<file path="src/hw/rtl/svpwm_pkg.sv">
// ----------------------------------------------------------------------------
// svpwm_pkg
// Shared types and constants for the servo PWM controller.
// ----------------------------------------------------------------------------
package svpwm_pkg;

   localparam logic [1:0] REQ_TICK  = 2'd0;
   localparam logic [1:0] REQ_WRITE = 2'd1;
   localparam logic [1:0] REQ_READ  = 2'd2;

   localparam logic [5:0] ADDR_DISABLE = 6'h30;

   localparam logic [7:0] PULSE_MIN   = 8'd50;
   localparam logic [7:0] PULSE_MAX   = 8'd250;
   localparam logic [7:0] ANGLE_MAX   = 8'd180;
   localparam logic [7:0] ANGLE_UNSET = 8'hFF;

   // reciprocals: x/9 = (x*7282)>>16 for x <= 1800, x/10 = (x*6554)>>16
   // for x <= 1800, x/10 = (x*52429)>>19 for any 16-bit x
   localparam logic [23:0] RECIP_NINTH    = 24'd7282;
   localparam logic [23:0] RECIP_TENTH_16 = 24'd6554;
   localparam logic [31:0] RECIP_TENTH_19 = 32'd52429;

   localparam int QUEUE_DEPTH = 2;

   typedef enum logic [2:0] {
      CMD_NOP         = 3'd0,
      CMD_TICK        = 3'd1,
      CMD_SET_ANGLE   = 3'd2,
      CMD_SET_PULSE   = 3'd3,
      CMD_SET_DISABLE = 3'd4,
      CMD_RD_ANGLE    = 3'd5,
      CMD_RD_PULSE    = 3'd6,
      CMD_RD_DISABLE  = 3'd7
   } cmd_kind_type;

   typedef struct packed {
      cmd_kind_type kind;
      logic [2:0]   ch;
      logic [7:0]   angle;
      logic [7:0]   pulse;
      logic         dis;
   } cmd_type;

   typedef struct packed {
      logic valid;
      logic full;
   } queue_status_type;

endpackage

</file>
<file path="src/hw/rtl/svpwm_front.sv">
// ----------------------------------------------------------------------------
// svpwm_front
// Decodes a request word into a command and precomputes pulse widths.
// ----------------------------------------------------------------------------
module svpwm_front #(
   parameter int CHANNELS = 8
) (
   input  logic [1:0]         req_kind,
   input  logic [5:0]         reg_address,
   input  logic [15:0]        write_data,
   output svpwm_pkg::cmd_type cmd
);

   logic [10:0] ang_x;
   logic [23:0] ang_prod;
   logic [31:0] us_prod;
   logic [12:0] ticks;
   logic [3:0]  ach;
   logic [3:0]  pch;
   logic        ang_hit;
   logic        pls_hit;
   logic        dis_hit;
   logic        ang_ok;
   logic        pls_ok;

   assign ang_x    = {write_data[7:0], 3'b000} + {2'b00, write_data[7:0], 1'b0};
   assign ang_prod = {13'd0, ang_x} * svpwm_pkg::RECIP_NINTH;
   assign us_prod  = {16'd0, write_data} * svpwm_pkg::RECIP_TENTH_19;
   assign ticks    = us_prod[31:19];

   assign ach     = {1'b0, reg_address[2:0]};
   assign pch     = {1'b0, reg_address[3:1]};
   assign ang_hit = (reg_address[5:3] == 3'b000) && (ach < 4'(CHANNELS));
   assign pls_hit = (reg_address[5:4] == 2'b01) && !reg_address[0] && (pch < 4'(CHANNELS));
   assign dis_hit = (reg_address == svpwm_pkg::ADDR_DISABLE);
   assign ang_ok  = (write_data <= {8'd0, svpwm_pkg::ANGLE_MAX});
   assign pls_ok  = (ticks >= {5'd0, svpwm_pkg::PULSE_MIN}) &&
                    (ticks <= {5'd0, svpwm_pkg::PULSE_MAX});

   always_comb begin
      cmd.ch    = ang_hit ? reg_address[2:0] : reg_address[3:1];
      cmd.angle = write_data[7:0];
      cmd.pulse = ang_hit ? (svpwm_pkg::PULSE_MIN + ang_prod[23:16]) : ticks[7:0];
      cmd.dis   = write_data[0];
      unique case (req_kind)
         svpwm_pkg::REQ_TICK: begin
            cmd.kind = svpwm_pkg::CMD_TICK;
         end
         svpwm_pkg::REQ_WRITE: begin
            priority if (ang_hit) begin
               cmd.kind = ang_ok ? svpwm_pkg::CMD_SET_ANGLE : svpwm_pkg::CMD_NOP;
            end else if (pls_hit) begin
               cmd.kind = pls_ok ? svpwm_pkg::CMD_SET_PULSE : svpwm_pkg::CMD_NOP;
            end else if (dis_hit) begin
               cmd.kind = svpwm_pkg::CMD_SET_DISABLE;
            end else begin
               cmd.kind = svpwm_pkg::CMD_NOP;
            end
         end
         svpwm_pkg::REQ_READ: begin
            priority if (ang_hit) begin
               cmd.kind = svpwm_pkg::CMD_RD_ANGLE;
            end else if (pls_hit) begin
               cmd.kind = svpwm_pkg::CMD_RD_PULSE;
            end else if (dis_hit) begin
               cmd.kind = svpwm_pkg::CMD_RD_DISABLE;
            end else begin
               cmd.kind = svpwm_pkg::CMD_NOP;
            end
         end
         default: begin
            cmd.kind = svpwm_pkg::CMD_NOP;
         end
      endcase
   end

endmodule

</file>
<file path="src/hw/rtl/svpwm_queue.sv">
// ----------------------------------------------------------------------------
// svpwm_queue
// Two-entry command queue between decode and execute.
// ----------------------------------------------------------------------------
module svpwm_queue (
   input  logic                        clock,
   input  logic                        reset,
   input  logic                        push,
   input  svpwm_pkg::cmd_type          push_cmd,
   input  logic                        pop,
   output svpwm_pkg::cmd_type          head_cmd,
   output svpwm_pkg::queue_status_type status
);

   svpwm_pkg::cmd_type entry_ff [svpwm_pkg::QUEUE_DEPTH];
   logic       wr_ptr_ff;
   logic       wr_ptr_in;
   logic       rd_ptr_ff;
   logic       rd_ptr_in;
   logic [1:0] count_ff;
   logic [1:0] count_in;

   always_comb begin
      wr_ptr_in = push ? ~wr_ptr_ff : wr_ptr_ff;
      rd_ptr_in = pop ? ~rd_ptr_ff : rd_ptr_ff;
      count_in  = count_ff + {1'b0, push} - {1'b0, pop};
   end

   assign head_cmd     = entry_ff[rd_ptr_ff];
   assign status.valid = (count_ff != 2'd0);
   assign status.full  = (count_ff == 2'(svpwm_pkg::QUEUE_DEPTH));

   always_ff @(posedge clock) begin
      if (push) begin
         entry_ff[wr_ptr_ff] <= push_cmd;
      end
   end

   always_ff @(posedge clock) begin
      if (reset) begin
         wr_ptr_ff <= 1'b0;
         rd_ptr_ff <= 1'b0;
         count_ff  <= 2'd0;
      end else begin
         wr_ptr_ff <= wr_ptr_in;
         rd_ptr_ff <= rd_ptr_in;
         count_ff  <= count_in;
      end
   end

endmodule

</file>
<file path="src/hw/rtl/svpwm_back.sv">
// ----------------------------------------------------------------------------
// svpwm_back
// Executes commands against channel state and registers the response word.
// ----------------------------------------------------------------------------
module svpwm_back #(
   parameter int CHANNELS     = 8,
   parameter int PERIOD_TICKS = 2000
) (
   input  logic               clock,
   input  logic               reset,
   input  logic               cmd_valid,
   input  svpwm_pkg::cmd_type cmd,
   output logic               pop,
   output logic               rsp_tvalid,
   input  logic               rsp_tready,
   output logic [23:0]        rsp_tdata  // read_data[11:0], pwm_outputs[19:12], power_off[20]
);

   logic [7:0]  angle_ff [CHANNELS];
   logic [7:0]  angle_in [CHANNELS];
   logic [7:0]  pulse_ff [CHANNELS];
   logic [7:0]  pulse_in [CHANNELS];
   logic        dis_ff;
   logic        dis_in;
   logic [10:0] cnt_ff;
   logic [10:0] cnt_in;
   logic [11:0] cnt_inc;
   logic [7:0]  y;
   logic [10:0] y9;
   logic [23:0] conv_prod;
   logic [7:0]  conv_angle;
   logic [7:0]  pwm;
   logic [7:0]  sel_angle;
   logic [7:0]  sel_pulse;
   logic [11:0] rd;
   logic        rsp_valid_ff;
   logic        rsp_valid_in;
   logic [23:0] rsp_data_ff;

   assign pop        = cmd_valid && (!rsp_valid_ff || rsp_tready);
   assign y          = cmd.pulse - svpwm_pkg::PULSE_MIN;
   assign y9         = {y, 3'b000} + {3'b000, y};
   assign conv_prod  = {13'd0, y9} * svpwm_pkg::RECIP_TENTH_16;
   assign conv_angle = conv_prod[23:16];
   assign cnt_inc    = {1'b0, cnt_ff} + 12'd1;

   always_comb begin
      cnt_in = cnt_ff;
      dis_in = dis_ff;
      if (pop && (cmd.kind == svpwm_pkg::CMD_TICK)) begin
         cnt_in = (cnt_inc >= 12'(PERIOD_TICKS)) ? 11'd0 : cnt_inc[10:0];
      end
      if (pop && (cmd.kind == svpwm_pkg::CMD_SET_DISABLE)) begin
         dis_in = cmd.dis;
      end
   end

   always_comb begin
      sel_angle = 8'd0;
      sel_pulse = 8'd0;
      pwm       = 8'd0;
      for (int i = 0; i < CHANNELS; i++) begin
         angle_in[i] = angle_ff[i];
         pulse_in[i] = pulse_ff[i];
         if (pop && (cmd.ch == 3'(i))) begin
            if (cmd.kind == svpwm_pkg::CMD_SET_ANGLE) begin
               angle_in[i] = cmd.angle;
               pulse_in[i] = cmd.pulse;
            end else if (cmd.kind == svpwm_pkg::CMD_SET_PULSE) begin
               angle_in[i] = conv_angle;
               pulse_in[i] = cmd.pulse;
            end
         end
         if (cmd.ch == 3'(i)) begin
            sel_angle = angle_ff[i];
            sel_pulse = pulse_ff[i];
         end
         pwm[i] = (cnt_in <= {3'b000, pulse_in[i]});
      end
   end

   always_comb begin
      unique case (cmd.kind)
         svpwm_pkg::CMD_RD_ANGLE:   rd = {4'd0, sel_angle};
         svpwm_pkg::CMD_RD_PULSE:   rd = {1'b0, sel_pulse, 3'b000} + {3'b000, sel_pulse, 1'b0};
         svpwm_pkg::CMD_RD_DISABLE: rd = {11'd0, dis_ff};
         default:                   rd = 12'd0;
      endcase
   end

   assign rsp_valid_in = pop || (rsp_valid_ff && !rsp_tready);
   assign rsp_tvalid   = rsp_valid_ff;
   assign rsp_tdata    = rsp_data_ff;

   always_ff @(posedge clock) begin
      if (pop) begin
         rsp_data_ff <= {3'b000, dis_in, pwm, rd};
      end
   end

   always_ff @(posedge clock) begin
      if (reset) begin
         rsp_valid_ff <= 1'b0;
         dis_ff       <= 1'b0;
         cnt_ff       <= 11'd0;
         for (int i = 0; i < CHANNELS; i++) begin
            angle_ff[i] <= svpwm_pkg::ANGLE_UNSET;
            pulse_ff[i] <= 8'd0;
         end
      end else begin
         rsp_valid_ff <= rsp_valid_in;
         dis_ff       <= dis_in;
         cnt_ff       <= cnt_in;
         for (int i = 0; i < CHANNELS; i++) begin
            angle_ff[i] <= angle_in[i];
            pulse_ff[i] <= pulse_in[i];
         end
      end
   end

endmodule

</file>
<file path="src/hw/rtl/servo_pwm_controller_core.sv">
// ----------------------------------------------------------------------------
// servo_pwm_controller_core
// Eight-channel servo PWM generator with a small register map.
// ----------------------------------------------------------------------------
// Each request word (tick, register write or register read) yields one
// response word carrying the read value, the PWM levels after the request and
// the power-disable bit. A new request is taken every cycle while the queue
// is not full; a response passes through the decode stage, a two-word command
// queue and the registered response stage. The queue and the response register
// let the request side keep going while a response waits.
module servo_pwm_controller_core #(
   parameter int CHANNELS     = 8,
   parameter int PERIOD_TICKS = 2000
) (
   input  logic        clock,
   input  logic        reset,
   input  logic        req_tvalid,
   output logic        req_tready,
   input  logic [23:0] req_tdata,  // reg_address[5:0], write_data[21:6]
   input  logic [1:0]  req_tuser,  // req_type[1:0]
   output logic        rsp_tvalid,
   input  logic        rsp_tready,
   output logic [23:0] rsp_tdata   // read_data[11:0], pwm_outputs[19:12], power_off[20]
);

   svpwm_pkg::cmd_type          dec_cmd;
   svpwm_pkg::cmd_type          head_cmd;
   svpwm_pkg::queue_status_type q_stat;
   logic                        push;
   logic                        pop;

   assign req_tready = !q_stat.full;
   assign push       = req_tvalid && req_tready;

   svpwm_front #(
      .CHANNELS(CHANNELS)
   ) u_front (
      .req_kind    (req_tuser),
      .reg_address (req_tdata[5:0]),
      .write_data  (req_tdata[21:6]),
      .cmd         (dec_cmd)
   );

   svpwm_queue u_queue (
      .clock    (clock),
      .reset    (reset),
      .push     (push),
      .push_cmd (dec_cmd),
      .pop      (pop),
      .head_cmd (head_cmd),
      .status   (q_stat)
   );

   svpwm_back #(
      .CHANNELS     (CHANNELS),
      .PERIOD_TICKS (PERIOD_TICKS)
   ) u_back (
      .clock      (clock),
      .reset      (reset),
      .cmd_valid  (q_stat.valid),
      .cmd        (head_cmd),
      .pop        (pop),
      .rsp_tvalid (rsp_tvalid),
      .rsp_tready (rsp_tready),
      .rsp_tdata  (rsp_tdata)
   );

   a_pwm_unused_low: assert property (@(posedge clock) disable iff (reset)
      rsp_tvalid |-> ((rsp_tdata[19:12] >> CHANNELS) == 8'd0))
      else $error("pwm bit set for unused channel");

   a_read_range: assert property (@(posedge clock) disable iff (reset)
      rsp_tvalid |-> (rsp_tdata[11:0] <= 12'd2500))
      else $error("read value out of range");

   a_rsp_from_queue: assert property (@(posedge clock) disable iff (reset)
      $rose(rsp_tvalid) |-> $past(q_stat.valid))
      else $error("response without queued command");

   a_no_push_full: assert property (@(posedge clock) disable iff (reset)
      q_stat.full |-> !push)
      else $error("push into full queue");

endmodule
</file>
<file path="config.mk">
export PLATFORM = sky130hd
export DESIGN_NAME = servo_pwm_controller_core
export DESIGN_NICKNAME = d
export VERILOG_FILES = /design/src/hw/rtl/svpwm_pkg.sv /design/src/hw/rtl/svpwm_front.sv /design/src/hw/rtl/svpwm_queue.sv /design/src/hw/rtl/svpwm_back.sv /design/src/hw/rtl/servo_pwm_controller_core.sv
export SDC_FILE = /design/constraint.sdc
export NUM_CORES = 1
export LEC_CHECK = 0
export BUFFER_PORTS_ARGS = -buffer_cell sky130_fd_sc_hd__buf_2
export CAP_MARGIN = 0
export CORE_ASPECT_RATIO = 0.7
export CORE_UTILIZATION = 47
export CTS_CLUSTER_DIAMETER = 80
export DETAILED_ROUTE_END_ITERATION = 10
export MAX_ROUTING_LAYER = met4
export PLACE_DENSITY = 0.74
export SETUP_SLACK_MARGIN = 0.5
export SKIP_CTS_REPAIR_TIMING = 1
export SLEW_MARGIN = 30
export SYNTH_ARGS = -nofsm -noshare
export SYNTH_HDL_FRONTEND = slang
export SYNTH_HIERARCHICAL = 1
export SYNTH_SLANG_ARGS = --single-unit
export TNS_END_PERCENT = 10
</file>
<file path="constraint.sdc">
create_clock -name clock -period 22 [get_ports clock]
set_clock_uncertainty 0.15 [all_clocks]
set_input_delay 2.2 -clock clock [delete_from_list [all_inputs] [get_ports clock]]
set_output_delay 2.2 -clock clock [all_outputs]
set_load 0.02 [all_outputs]
</file>
# Word level (Yosys, flattened, before mapping)
# Memories as Yosys holds them, arrays and structs flattened. A register that Yosys moved wholly into a read port is not among the register bits.
# Index checks and enable logic that the tools add are counted.
[totals]
ram_bits = 174
ff_bits = 38
out_inout_bits = 26
wordCells = 201
mem_count = 3
[classes]
eq_ne = 19
n_addsub = 8
muxes = 102
bitwise_logic = 18
magnitude_cmp = 14
multipliers = 3
reduce_logical = 27
[memory_table]
columns = ["name", "depth", "width", "read_ports", "rd_ports_with_merged_regs", "write_ports", "line", "text"]
rows = [
  ["u_back.angle_ff", 8, 8, 8, 0, 8, "svpwm_back.sv:19", "logic [7:0] angle_ff [CHANNELS];"],
  ["u_back.pulse_ff", 8, 8, 8, 0, 8, "svpwm_back.sv:21", "logic [7:0] pulse_ff [CHANNELS];"],
  ["u_queue.entry_ff", 2, 23, 1, 1, 1, "svpwm_queue.sv:15", "svpwm_pkg::cmd_type entry_ff [svpwm_pkg::QUEUE_DEPTH];"],
]
[op_table]
columns = ["cell", "n"]
rows = [
  ["$mux 8", 81],
  ["$le 11x8->1", 8],
  ["$mul 11x12->23 const B", 2],
  ["$pmux 12 s3", 1],
  ["$mul 16x16->32 const B", 1],
  ["$eq 3x3->1 const B", 8],
  ["$mux 11", 2],
  ["$mux 3", 7],
  ["$logic_and 1x1->1", 17],
  ["$le 16x8->1 const B", 1],
  ["$or 1x1->1", 16],
  ["$ge 13x6->1 const B", 1],
  ["$le 13x8->1 const B", 1],
  ["$add 11x1->12 const B", 1],
  ["$add 11x9->12", 1],
  ["$eq 3x2->1 const B", 4],
  ["$ge 12x11->1 const B", 1],
  ["$add 11x8->11", 1],
  ["$add 11x9->11", 1],
  ["$pmux 3 s3", 1],
  ["$add 6x8->8 const A", 1],
  ["$lt 3x4->1 const B", 2],
  ["$mux 1", 8],
  ["$sub 8x6->8 const B", 1],
  ["13 further kinds", 23],
]

# Depth between registers and ports, before layout
[logic_depth]
depth_word = 11
depth_mapped = 34
mapped_depth_nobuf = 33

# Hierarchy
# Netlist, hierarchy kept.
[modules_own_cells]
columns = ["module", "cells_per_inst", "area_per_inst_um2", "instances"]
rows = [
  ["svpwm_back", 1334, 11681.2, 1],
  ["svpwm_front", 806, 7355.8, 1],
  ["svpwm_queue", 92, 1881.8, 1],
  ["servo_pwm_controller_core", 2, 10.0, 1],
]

# Worst setup path after synthesis
# Ideal clock, no wire load.
[synth_path]
path_kind = "in2reg"
from = "input port req_tdata[6]"
to = "memory u_queue/entry_ff[0][8] (netlist name), data pin"
t_arrival_ps = 8515
setup_time_ps = 262
path_buffers = 0
path_slack_ps = 13073
required_ps = 21588
path_stages = 28
cell_sequence = "ha_1 -> fa_1 -> a21o_1 -> a21oi_1 -> o21bai_1 -> a21oi_1 -> xnor2_1 -> inv_1 -> fa_1 -> fa_1 -> fa_1 -> inv_1 -> fa_1 -> ha_1 -> ha_1 -> a211oi_2 -> o2111ai_2 -> a41o_1 -> xor2_1 -> ha_1 -> inv_1 -> nor4_1 -> a31oi_1 -> o41a_1 -> nand4bb_1 -> mux2i_1 -> and4_2 -> o31ai_2"
[synth_lines]
columns = ["item", "line", "text"]
rows = [
  ["start: declaration", "servo_pwm_controller_core.sv:19", "input logic [23:0] req_tdata,"],
  ["end: declaration", "svpwm_queue.sv:15", ""],
]

==> results_dict.tcl <==
set metrics [dict create \
    fin_util_pct 51.0 \
    yosysTopAreaCell "ha_1" \
    ys_seq_area_share_pct 23.6 \
    grt_use_total_pct 25.3 \
    max_cap_viol_count 0 \
    synth_seq_cells 213 \
    dp_hpwl_um 42300 \
    wire_per_inst_um 19.0 \
    final_common_cell "ha_1" \
    vias 16200 \
    fmax_mhz 103 \
    remaining_drc_errors 0 \
    insertion_delay_ns 0.52 \
    n_fill_cell 3970 \
    cp_slowest_cell "fa_1" \
    crit_path_end_kind "register" \
    tns_ns 0 \
    yosys_most_used_dff "dfxtp_1" \
    io_buffers 50 \
    syn_to_final_growth_pct 6.80 \
    fin_crit_sh_pct 44.0 \
    syn_inst 2234 \
    cts_buffer_depth 3 \
    antenna_left 0 \
    grt_pass1_vias 16300 \
    synth_cell_types 98 \
    cts.sinks 213 \
    dieArea_mm2 0.0454 \
    dr.pass1.iters 5 \
    critPathKind "in2reg" \
    place_area_mm2 0.0217 \
    rsz0062_at_grt "no" \
    ys_top_cells_by_area "ha_1, dfxtp_1, fa_1" \
    max_slew.worst_pin.slew_ns 0.914 \
    dr.first_iter.drc_count 1605 \
    rows 64 \
    status "finished clean" \
    grt-ovfl-total 0 \
    syn_area_mm2 0.0209 \
    place.gp.congestion 0.996 \
    via_per_inst 5.70 \
    synth_area_per_cell_um2 9.37 \
    initial_core_util_pct 47.8 \
    crit_required_ns 22.18 \
    design_area_mm2 0.0224 \
    nets 2771 \
    antenna_found_initial 0 \
    crit_arrival_ns 9.86 \
    clk_pin_slew_ns 0.06 \
    crit_top_cell "fa_1" \
    max_stage_delay_ns 0.52 \
    htree_levels 1 \
    slew_violations 0 \
    start_kind "input pin" \
    setup_viol 0 \
    synth_top_area_share_pct 21.5 \
    grt_pass1_wl_um 87900 \
    yosysWarnings 6 \
    worstPathMaxFanout 16 \
    numCtsBuffers 21 \
    synth_edf_count 67 \
    die_w_um 254 \
    num_io_pins 56 \
    drive_gt1_share_pct 8.37 \
    cts_tree "built" \
    min_path_type "reg2reg" \
    max-slew-margin-rel_pct 38.9 \
    layout_common_cells "ha_1, inv_1, nor2_1" \
    grt_max_degree 64 \
    async_reset_ff_share_pct 0 \
    die_h_um 179 \
    hold_violations 0 \
    core_region_area_mm2 0.0438 \
    wirelength_um 54200 \
    period_needed_ns 9.69 \
    cts-root-buf "clkbuf_16" \
]
-- through the flow --
| stage | instances | hold slack [ns] | worst slack, ns |
|---|---|---|---|
| CTS | 2851 | 0.322 | 12.40 |
| detailed placement | 2813 | 0.305 | 11.90 |
| finish | 2852 | 0.318 | 12.31 |
| global route | 2851 | 0.347 | 11.92 |
| global placement | 2812 | 0.292 | 12.19 |
| floorplan | 2236 | 0.283 | 13.07 |
-- path summary, 6_finish.rpt --
kind / start / slack [ns] / depth (start not counted) / endpoint
min reg2reg: u_back/angle_ff[0][31]$_SDFFE_PP1P_ / 0.32 / 2 / u_back/angle_ff[0][31]$_SDFFE_PP1P_
min: u_back/angle_ff[0][31]$_SDFFE_PP1P_ / 0.32 / 2 / u_back/angle_ff[0][31]$_SDFFE_PP1P_
max reg2reg: register / 12.79 / 29 / u_back/angle_ff[0][29]$_SDFFE_PP1P_
max: req_tdata[6] / 12.31 / 29 / u_queue/entry_ff[1][8]$_DFFE_PP_
-- critical path: cells and delay by family --
kind | cells | cell delay, ns
xor gates and xnor gates | 2 | 0.46
AOI/OAI and AO/OA | 10 | 2.34
muxes | 1 | 0.16
and+or+nand+nor | 3 | 0.48
buffers and inverters | 4 | 0.66
adders and majority gates | 9 | 3.54
-- Yosys cell counts (23+ instances only) --
library cell,number
xnor2_1,39
mux2_2,37
nand2_1,100
edfxtp_1,67
o21ai_0,110
dfxtp_1,146
nor3_1,41
fa_1,140
inv_1,313
clkbuf_1,48
mux2i_1,64
a21oi_1,128
nand2b_1,27
xor2_1,23
nand4_1,25
nor2_1,184
ha_1,359
nor2b_1,48
-- layer usage --
metal / wire [um] / share of wire, % / track usage, % / vias to the layer above
met3: 4600 / 8.5 / 3.21 / 59
met2: 23200 / 43 / 38.0 / 585
met4: 695 / 1.3 / 3.59 / 0
li1: - / - / - / 7694
met5: 0 / 0 / - / -
met1: 25700 / 47 / 36.9 / 7908
-- final cells by class --
class	count	area, um^2	area share (%)
Timing Repair Buffer	67	378	1.69
Sequential cell	213	4930	22.1
Inverter	314	1180	5.27
Clock buffer	31	623	2.79
Tap cell	594	743	3.32
Antenna cell	1	2.50	0.0112
Clock inverter	7	43.8	0.196
Multi-Input combinational cell	1625	14400	64.6
-- sequential cells by signal, summed over array words and instances (netlist names), named ones only --
signal             cells
u_queue/entry_ff      46
u_back/angle_ff       64
u_back/rsp_tdata      21
u_back/pulse_ff       64
u_queue/wr_ptr_ff      1
u_back/cnt_ff         11
u_queue/rd_ptr_ff      1
u_back/dis_ff          1
u_back/rsp_tvalid      1
u_queue/count_ff       2
-- cell families (layout without fill, tap and decap cells) --
| family | count (synthesis) | in the layout | share of synthesized area [%] |
|---|---|---|---|
| flip-flops | 213 | 213 | 23.6 |
| XOR/XNOR | 68 | 68 | 3.17 |
| AND/OR/NAND/NOR | 518 | 518 | 12.3 |
| multiplexers | 103 | 103 | 5.27 |
| adder cells (fa/ha/maj) | 499 | 499 | 34.9 |
| other | 1 | 4 | 0.0179 |
| buffers and inverters | 398 | 419 | 7.60 |
| AO/OA/AOI/OAI | 434 | 434 | 13.2 |
Power is not shown: default switching activity piles up to over one toggle a cycle in this logic, so the estimate is an artifact.
